[src/sv/pfga_pkg.sv]
// Package for the particle footprint grid average block.
// Holds payload structs, request and register codes, and arithmetic constants.
// No dependencies.
package pfga_pkg;

  localparam int unsigned POS_W = 48;
  localparam int unsigned IDX_W = 10;
  localparam int unsigned LOG_W = 24;
  localparam int unsigned HIT_W = 16;
  localparam int unsigned SUM_W = 64;
  localparam int unsigned ACC_W = 100;

  localparam logic [1:0] REQ_DEPOSIT = 2'd0;
  localparam logic [1:0] REQ_READ    = 2'd1;
  localparam logic [1:0] REQ_CLEAR   = 2'd2;

  localparam logic [2:0] CFG_CENTER_X   = 3'd0;
  localparam logic [2:0] CFG_CENTER_Y   = 3'd1;
  localparam logic [2:0] CFG_CENTER_Z   = 3'd2;
  localparam logic [2:0] CFG_HALF_WIDTH = 3'd3;
  localparam logic [2:0] CFG_CELL_SCALE = 3'd4;
  localparam logic [2:0] CFG_MAP_MODE   = 3'd5;
  localparam logic [2:0] CFG_CLAMP_LOW  = 3'd6;
  localparam logic [2:0] CFG_CLAMP_HIGH = 3'd7;

  localparam logic [POS_W-1:0] CLAMP_LOW_RST  = 48'd10000000000;
  localparam logic [POS_W-1:0] CLAMP_HIGH_RST = 48'd1000000000000;
  localparam logic [31:0]      LOG10_2_Q28    = 32'd80807124;

  localparam logic [1:0] MAC_SH0  = 2'd0;
  localparam logic [1:0] MAC_SH32 = 2'd1;
  localparam logic [1:0] MAC_SH64 = 2'd2;

  typedef struct packed {
    logic [1:0]       req_type;
    logic [POS_W-1:0] pos_x;
    logic [POS_W-1:0] pos_y;
    logic [POS_W-1:0] pos_z;
    logic [POS_W-1:0] smooth_len;
    logic [POS_W-1:0] deposit_value;
    logic [IDX_W-1:0] cell_row;
    logic [IDX_W-1:0] cell_col;
  } in_t;

  typedef struct packed {
    logic [IDX_W-1:0] row_out;
    logic [IDX_W-1:0] col_out;
    logic [LOG_W-1:0] log_average;
    logic [HIT_W-1:0] hit_count;
  } out_t;

  typedef struct packed {
    logic        en;
    logic        clr;
    logic [31:0] a;
    logic [31:0] b;
    logic [1:0]  sh;
  } mac_ctl_t;

endpackage

[src/sv/pfga_mac.sv]
// Shared 32x32 multiply-accumulate unit with a shifted accumulate.
// Serves partial products, squaring and the log scale. Uses pfga_pkg.
module pfga_mac import pfga_pkg::*; (
  input  logic             clk_i,
  input  mac_ctl_t         ctl_i,
  output logic [ACC_W-1:0] acc_o
);

  logic [63:0]      prod;
  logic [ACC_W-1:0] term;
  logic [ACC_W-1:0] base;

  assign prod = 64'(ctl_i.a) * 64'(ctl_i.b);
  assign base = ctl_i.clr ? '0 : acc_o;

  always_comb begin
    unique case (ctl_i.sh)
      MAC_SH32: term = ACC_W'({prod, 32'd0});
      MAC_SH64: term = ACC_W'({prod, 64'd0});
      default:  term = ACC_W'(prod);
    endcase
  end

  always_ff @(posedge clk_i) begin
    if (ctl_i.en) begin
      acc_o <= base + term;
    end
  end

endmodule

[config.mk]
export PLATFORM = sky130hd
export DESIGN_NAME = pfga_mac
export DESIGN_NICKNAME = d
export VERILOG_FILES = /design/src/sv/pfga_pkg.sv /design/src/sv/pfga_mac.sv
export SDC_FILE = /design/constraint.sdc
export NUM_CORES = 2
export LEC_CHECK = 0
export BUFFER_PORTS_ARGS = -buffer_cell sky130_fd_sc_hd__buf_2
export CAP_MARGIN = 30
export CORE_MARGIN = 2
export CORE_UTILIZATION = 39
export CTS_BUF_LIST = sky130_fd_sc_hd__clkbuf_4 sky130_fd_sc_hd__clkbuf_8
export DETAILED_ROUTE_END_ITERATION = 8
export GPL_ROUTABILITY_DRIVEN = 1
export PLACE_DENSITY = 0.62
export SLEW_MARGIN = 20
export SYNTH_ARGS = -nofsm -noshare
export SYNTH_HDL_FRONTEND = slang
export SYNTH_SLANG_ARGS = --single-unit
[constraint.sdc]
create_clock -name clk_i -period 17.2 [get_ports clk_i]
set_input_delay 3.44 -clock clk_i [delete_from_list [all_inputs] [get_ports clk_i]]
set_output_delay 3.44 -clock clk_i [all_outputs]
set_load 0.02 [all_outputs]
==> impl_metrics.json <==
{
  "io_buffers": 168,
  "clockBufferDepth": 2,
  "cp-start-kind": "input port",
  "syn_area_um2": 43870,
  "rsz0062_at_grt": "false",
  "first_global_vias": 36400,
  "critPathCaptureType": "flop",
  "antenna_found_initial": 9,
  "final_nets": 6211,
  "grt_usage_pct": 24.00,
  "cp_max_fo": 32,
  "post_cts_buffers": 0,
  "cp-startpoint": "ctl_i[47]",
  "dr.pass1.iters": 6,
  "synth_edf_count": 100,
  "slowest_delay_ns": 0.74,
  "cp_common_cell": "fa_1",
  "design.core.area_um2": 112000,
  "reg_top3": "acc_o (100)",
  "area_delta_synth_final_pct": 4.255,
  "synth_cells": 4988,
  "grt_max_degree": 59,
  "start_util_pct": 39.16,
  "hold_path_depth": 2,
  "io-pin-count": 169,
  "fp-row-count": 123,
  "gr-total-overflow": 0,
  "syn_avg_cell_area_um2": 8.795,
  "synth_nets": 6318,
  "fill_cells": 11250,
  "hold_buffers": 0,
  "worstMarginPinSlew_ns": 0.8660,
  "hp-class": "flop to flop",
  "dp_hpwl_mm": 112.0,
  "cts_tree": "done",
  "setup.worst_path.class": "input port to flop",
  "min_from": "acc_o[0]",
  "status": "complete, no violations",
  "drtIter0Drc": 2500,
  "min_to": "acc_o[0]",
  "route.vias.total": 34600,
  "critPathBufInv": 5,
  "cts_resized": 0,
  "fmax_mhz": 67.33,
  "reg2reg_depth": 13,
  "ant_nets": 0,
  "wl_per_cell_um": 21.36,
  "clk_latency_ns": 0.45,
  "ys_ff_latch": 100,
  "drv_slew": 0,
  "cts_root_buf": "clkbuf_8",
  "drv_cap": 0,
  "cts_max_level": 3,
  "arrival_ns": 15.06,
  "die_h_um": 339.4,
  "ys.flop_type": "edfxtp_1",
  "hold_viol": 0,
  "wirelength_mm": 136.5,
  "reg2reg_slack_ns": 12.44,
  "yosysSeqAreaShare_pct": 6.845,
  "cts.sinks": 100,
  "cp_top_family": "adder cells",
  "gp_congestion": 0.9550,
  "slew_headroom_pct": 40.78,
  "fin_tns_setup_ns": 0,
  "ys_warn_count": 0,
  "min_period_ns": 14.85,
  "clk_pin_slew_ns": 0.10,
  "grt_pass1_wl_mm": 215.0,
  "fin_crit_sh_pct": 86.35,
  "largest_register_ffs": 100,
  "cts_buffers": 9,
  "fp.dieW_um": 339.4,
  "largest_register": "acc_o",
  "crit_path_top_delay_cell": "o41ai_1",
  "route.detailed.drc": 0,
  "finClkSkew_ns": 0.01207,
  "synthArstFlopShare_pct": 0,
  "synth_cell_types": 72,
  "routed_via_density": 5.414,
  "cp.required_ns": 17.41,
  "reg2reg_from": "acc_o[29]",
  "setup_viol": 0,
  "r2r_end": "acc_o[90]",
  "cp.depth": 35,
  "drive_gt1_share_pct": 4.278,
  "die_area_um2": 115200
}
## final cells by class
type,count,area [µm²],share of cell area (%)
timing repair buffer,178,918.4,2.008
antenna,5,12.51,0.02736
multi-input combinational,3676,36320,79.42
clock inverter,6,41.29,0.09027
inverter,916,3438,7.517
sequential,100,3003,6.565
clock buffer,9,123.9,0.2708
tap,1500,1877,4.103
## Yosys cell counts (36+ instances only)
library cell,instances,area [µm²]
and2_1,548,3428
nor2_1,91,341.6
edfxtp_1,100,3003
o21ai_0,102,510.5
nand2_1,671,2519
xnor2_1,107,937.2
o21bai_1,36,270.3
nand4_1,42,262.8
nor2b_1,113,706.9
nand3_1,41,205.2
clkbuf_1,291,1092
xor2_1,52,455.4
ha_1,364,4554
fa_1,897,17960
a21oi_1,198,991.0
inv_1,916,3438
a21o_1,108,810.8
a22o_1,51,446.7
## worst max path at each step
stage,endpoint,slack [ns]
3_3_place_gp,acc_o[90],2.16
4_1_cts,acc_o[90],2.64
2_1_floorplan,acc_o[90],4.01
3_5_place_dp,acc_o[90],2.19
6_report,acc_o[90],2.35
5_1_grt,acc_o[82],1.99
## layer usage
metal | routed length (µm) | track usage, % | vias to the layer above
li1 | - | - | 15190
met1 | 58200 | 32.87 | 17930
met2 | 64600 | 39.35 | 1249
met3 | 8923 | 3.478 | 222
met4 | 4710 | 7.310 | 8
met5 | 55 | 0 | -
## cells by family after synthesis
group | Yosys count | synth area share, %
and+or+nand+nor | 1601 | 18.39
xor gates and xnor gates | 159 | 3.174
DFF | 100 | 6.845
muxes | 2 | 0.04563
buffers and inverters | 1212 | 10.38
adders and majority gates | 1261 | 51.31
AOI/OAI and AO/OA | 653 | 9.848
## layout by cell type (no fill, tap or decap), drive strengths merged, types with 51 or more instances in the layout
cell and count:
and2 548, nand2 671, inv 917, fa 897
buf 178, a22o 51, nor2 91, xnor2 107
o21ai 111, a21oi 198, nor2b 113, edfxtp 100
a21o 108, xor2 52, ha 364
## metrics by stage
step                cells  utilization (%)  cell area, µm²  hold WS [ns]  worst slack, ns
floorplan            4988                -           43870        0.8244            4.009
global placement     6370            40.66           45560        0.7046            2.156
detailed placement   6370            40.66           45560        0.7270            2.192
CTS                  6385            40.81           45730        0.7531            2.639
global route         6388            40.82           45730        0.7864            1.990
finish               6390            40.82           45740        0.7380            2.348
## worst reg2reg max path, cell delays in order, from the launching register on
cell and delay, ns:
edfxtp_1 0.51, nor2b_1 0.19, ha_1 0.44, a21oi_1 0.26
o21ai_0 0.22, nor3_1 0.37, nand2_1 0.08, o311ai_1 0.48
o311ai_1 0.34, a41oi_2 0.44, o31ai_1 0.23, a41o_1 0.32
or4b_1 0.51, o211a_1 0.14
Power is left out: the tool's default activity adds up to more than one toggle a clock period on the data nets, which glitch-free logic cannot reach.
