===== config.mk =====
export PLATFORM = sky130hd
export DESIGN_NAME = pfga_div
export DESIGN_NICKNAME = d
export VERILOG_FILES = /design/src/sv/pfga_pkg.sv /design/src/sv/pfga_div.sv
export SDC_FILE = /design/constraint.sdc
export NUM_CORES = 1
export LEC_CHECK = 0
export BUFFER_PORTS_ARGS = -buffer_cell sky130_fd_sc_hd__buf_2
export CAP_MARGIN = 20
export CORE_UTILIZATION = 45
export DETAILED_ROUTE_END_ITERATION = 8
export HOLD_SLACK_MARGIN = 0.15
export PLACE_DENSITY = 0.71
export SLEW_MARGIN = 0
export SYNTH_ARGS = -nofsm -noshare
export SYNTH_HDL_FRONTEND = slang
export SYNTH_SLANG_ARGS = --single-unit

===== constraint.sdc =====
create_clock -name clk_i -period 5.1 [get_ports clk_i]
set_clock_uncertainty 0.2 [all_clocks]
set_input_delay 1.275 -clock clk_i [delete_from_list [all_inputs] [get_ports clk_i]]
set_output_delay 1.275 -clock clk_i [all_outputs]
set_load 0.02 [all_outputs]

===== src/sv/pfga_pkg.sv =====
// Package for the particle footprint grid average block.
// Holds payload structs, request and register codes, and arithmetic constants.
// No dependencies.
package pfga_pkg;

  localparam int unsigned POS_W = 48;
  localparam int unsigned IDX_W = 10;
  localparam int unsigned LOG_W = 24;
  localparam int unsigned HIT_W = 16;
  localparam int unsigned SUM_W = 64;
  localparam int unsigned ACC_W = 100;

  localparam logic [1:0] REQ_DEPOSIT = 2'd0;
  localparam logic [1:0] REQ_READ    = 2'd1;
  localparam logic [1:0] REQ_CLEAR   = 2'd2;

  localparam logic [2:0] CFG_CENTER_X   = 3'd0;
  localparam logic [2:0] CFG_CENTER_Y   = 3'd1;
  localparam logic [2:0] CFG_CENTER_Z   = 3'd2;
  localparam logic [2:0] CFG_HALF_WIDTH = 3'd3;
  localparam logic [2:0] CFG_CELL_SCALE = 3'd4;
  localparam logic [2:0] CFG_MAP_MODE   = 3'd5;
  localparam logic [2:0] CFG_CLAMP_LOW  = 3'd6;
  localparam logic [2:0] CFG_CLAMP_HIGH = 3'd7;

  localparam logic [POS_W-1:0] CLAMP_LOW_RST  = 48'd10000000000;
  localparam logic [POS_W-1:0] CLAMP_HIGH_RST = 48'd1000000000000;
  localparam logic [31:0]      LOG10_2_Q28    = 32'd80807124;

  localparam logic [1:0] MAC_SH0  = 2'd0;
  localparam logic [1:0] MAC_SH32 = 2'd1;
  localparam logic [1:0] MAC_SH64 = 2'd2;

  typedef struct packed {
    logic [1:0]       req_type;
    logic [POS_W-1:0] pos_x;
    logic [POS_W-1:0] pos_y;
    logic [POS_W-1:0] pos_z;
    logic [POS_W-1:0] smooth_len;
    logic [POS_W-1:0] deposit_value;
    logic [IDX_W-1:0] cell_row;
    logic [IDX_W-1:0] cell_col;
  } in_t;

  typedef struct packed {
    logic [IDX_W-1:0] row_out;
    logic [IDX_W-1:0] col_out;
    logic [LOG_W-1:0] log_average;
    logic [HIT_W-1:0] hit_count;
  } out_t;

  typedef struct packed {
    logic        en;
    logic        clr;
    logic [31:0] a;
    logic [31:0] b;
    logic [1:0]  sh;
  } mac_ctl_t;

endpackage


===== src/sv/pfga_div.sv =====
// Restoring divider, one quotient bit per cycle, 64 by 16 bits.
// Uses pfga_pkg.
module pfga_div import pfga_pkg::*; (
  input  logic             clk_i,
  input  logic             rst_ni,
  input  logic             start_i,
  input  logic [SUM_W-1:0] num_i,
  input  logic [HIT_W-1:0] den_i,
  output logic             busy_o,
  output logic [SUM_W-1:0] quo_o
);

  logic [HIT_W-1:0] rem_q;
  logic [HIT_W-1:0] den_q;
  logic [6:0]       cnt_q;
  logic [HIT_W:0]   rem_sh;
  logic [HIT_W:0]   rem_sub;

  assign rem_sh  = {rem_q, quo_o[SUM_W-1]};
  assign rem_sub = rem_sh - {1'b0, den_q};

  always_ff @(posedge clk_i or negedge rst_ni) begin
    if (!rst_ni) begin
      busy_o <= 1'b0;
      cnt_q  <= '0;
    end else if (start_i) begin
      busy_o <= 1'b1;
      cnt_q  <= '0;
    end else if (busy_o) begin
      cnt_q <= cnt_q + 7'd1;
      if (cnt_q == 7'(SUM_W - 1)) begin
        busy_o <= 1'b0;
      end
    end
  end

  always_ff @(posedge clk_i) begin
    if (start_i) begin
      quo_o <= num_i;
      rem_q <= '0;
      den_q <= den_i;
    end else if (busy_o) begin
      if (rem_sh >= {1'b0, den_q}) begin
        rem_q <= rem_sub[HIT_W-1:0];
        quo_o <= {quo_o[SUM_W-2:0], 1'b1};
      end else begin
        rem_q <= rem_sh[HIT_W-1:0];
        quo_o <= {quo_o[SUM_W-2:0], 1'b0};
      end
    end
  end

endmodule


==> impl_metrics.toml <==
[cts]
clk_latency_ns = 0.34
root_buffer = "clkbuf_16"
clkTransAtPathRegs_ns = 0.06
htree_levels = 3
hold_buffers = 0
cts_tree = "yes"
cts_resized = 0
post_cts_buffers = 0
cts_num_sinks = 104
cts_buffers = 9
cts_buffer_depth = 2

[detailed_routing]
remaining_drc_errors = 0
dr.pass1.iters = 4
wl_per_cell_um = 15.5
num_vias = 3590
drt_iter0_drc = 149
via_per_inst = 5.24
wl_um = 10600
ant_nets = 0

[floorplan]
coreArea_um2 = 11000
die_area_um2 = 11800
rows = 38
die_h_um = 109
ios = 148
die_x_um = 109
start_util_pct = 46.7

[cells_and_area]
postLayoutCellArea_um2 = 6280
syn_to_final_growth_pct = 22.5
fill_cells = 933
regArea_um2 = 2920
finalNetCount = 641
n_antenna_cell = 0
multi_input_area_um2 = 2040
final_cells = 685
drive_gt1_share_pct = 43.1

[power_and_ir_drop]
ir_drop_mv = 0.186
p_switching_w = 0.000789
powerDensity_nw_per_um2 = 406
switching_share_pct = 30.9
p_leak_nw = 2.76
p_int_w = 0.00176
p_seq_share_pct = 43.4
power_w = 0.00255
clkPwrFrac_pct = 26.3
combPwrFrac_pct = 30.2

[critical_path]
cp-end-kind = "register"
cp.required_ns = 5.16
cp_data_arrival_time_ns = 3.21
crit_path_max_fanout = 21
cp-startpoint = "den_q[10]$_DFFE_PP_"
crit_type = "register to register"
startpoint_type = "register"
r2r-start = "den_q[10]$_DFFE_PP_"

[placed_design]
placed_cells_incl_taps = 669
dp_hpwl_um = 7480
place_area_um2 = 6000
place.gp.congestion = 0.848
port-buffer-count = 147

[sta]
final_max_slew_viol_count = 0
setup_viol = 0
fin_tns_setup_ns = 0
final.period_utilization_pct = 61.8
slew_headroom_pct = 31.5
worst-slew-pin-transition_ns = 1.03
layout_min_cycle_time_ns = 3.15
rsz0062_at_grt = "no"
finalHoldViolCount = 0
clock.fmax_mhz = 318

[worst_hold_path]
hold_class = "register to register"
hold_path.startpoint = "rem_q[4]$_SDFFE_PP0P_"

[synthesis]
ys_ff_latch = 104
yosys_warnings = 0
synth_edf_count = 80
seq_area_frac_synth_pct = 57.0
avgSynthCellArea_um2 = 12.9
synth_top_area_cell = "edfxtp_1"
netlist_area_um2 = 5130
ys_top_cells_by_area = "edfxtp_1, mux2_2, dfxtp_1"
synth_cell_types = 48
syn_inst = 398
async_flop_share_pct = 7.69
yosys.area.top_type_share_pct = 46.8
syn-num-nets = 499
ys.flop_type = "edfxtp_1"

[global_routing]
first_global_vias = 3635
grt_pass1_wl_um = 17400
grt_start_max_net_pins = 60
antenna_found_initial = 0
grt_overflow = 0
grt_usage_pct = 19.4

[status]
status = "completed"

[flow_run]
maxCapViolCount = 0
==> flip-flops by register name, indices dropped and copies added, names as in the netlist <==
signal  cells
den_q      16
rem_q      16
busy_o      1
quo_o      64
cnt_q       7
==> layout make-up <==
| type | count | area share [%] |
|---|---|---|
| Tap cell | 140 | 2.79 |
| Multi-Input combinational cell | 253 | 32.5 |
| Inverter | 22 | 1.31 |
| Sequential cell | 104 | 46.5 |
| Clock buffer | 10 | 3.64 |
| Clock inverter | 6 | 0.956 |
| Timing Repair Buffer | 150 | 12.3 |
==> critical path: stages (launching register included) <==
cell	delay (ns)
edfxtp_1	0.33
inv_1	0.04
ha_1	0.41
nand2_2	0.11
nor4_2	0.34
a31oi_1	0.12
and4_1	0.22
o21a_1	0.53
or3_1	0.53
a311oi_2	0.23
==> metrics by stage <==
stage,utilization (%),hold WS [ns],setup WS (ns)
after global placement,54.6,0.295,1.70
final,57.2,0.305,1.95
after floorplan,-,0.279,1.56
after global routing,57.2,0.348,1.76
after detailed placement,54.6,0.298,1.65
after CTS,57.2,0.306,1.94
==> power by group through the flow <==
| stage | clock network, W | registers (W) | logic, W |
|---|---|---|---|
| finish | 0.000671 | 0.00111 | 0.000772 |
| floorplan | 0 | 0.00118 | 0.000528 |
| global route | 0.000716 | 0.00112 | 0.000856 |
| CTS | 0.000688 | 0.00111 | 0.000774 |
| detailed placement | 0 | 0.00112 | 0.000770 |
| global placement | 0 | 0.00112 | 0.000758 |
==> routing by layer <==
layer | track usage (%) | up-vias | share of wire, %
li1 | - | 1774 | -
met1 | 24.6 | 1683 | 45
met2 | 30.4 | 113 | 46
met3 | 5.44 | 20 | 7.0
met4 | 9.56 | 0 | 2.5
met5 | 0 | - | 0
==> kinds of logic after synthesis <==
logic type	synth area share, %
AOI/OAI and AO/OA	8.90
xor gates and xnor gates	2.73
adders and majority gates	4.54
buffers and inverters	3.22
DFF	57.0
muxes	16.5
and+or+nand+nor	7.17
==> final timing paths <==
check,endpoint,slack (ns),cells after the start
hold / removal,rem_q[4]$_SDFFE_PP0P_,0.30,2
min in group asynchronous,cnt_q[3]$_DFFE_PN0P_,0.56,1
setup reg to reg,rem_q[15]$_SDFFE_PP0P_,1.95,9
setup / recovery,rem_q[15]$_SDFFE_PP0P_,1.95,9
hold reg to reg,rem_q[4]$_SDFFE_PP0P_,0.30,2
max in group asynchronous,cnt_q[6]$_DFFE_PN0P_,3.97,1
==> layout by cell type (no fill, tap or decap), types with 13 or more instances in the layout <==
cell,instances
a211oi_1,16
a21oi_1,16
buf_2,146
dfxtp_1,16
edfxtp_1,80
ha_1,17
inv_1,21
mux2_2,63
nand2_1,13
nor2_1,35
==> synthesized netlist by cell type (2+ instances only) <==
cell type	count
a211oi_1	16
inv_1	21
o311ai_1	2
nor3_1	2
o41ai_1	3
a21oi_1	16
nand4_1	4
nor2_1	35
nor3b_1	3
nand2b_1	4
dfxtp_1	16
and4_1	2
o21a_1	3
o211ai_1	2
ha_1	17
buf_1	2
a21o_1	3
o21ai_0	12
xnor2_1	9
a31oi_1	2
clkbuf_1	13
or3_1	3
mux2i_1	12
xor2_1	7
o21bai_1	3
mux2_2	63
edfxtp_1	80
buf_2	3
dfrtp_1	8
nand2_2	2
nand2_1	13
(Power assumes the default switching activity.)
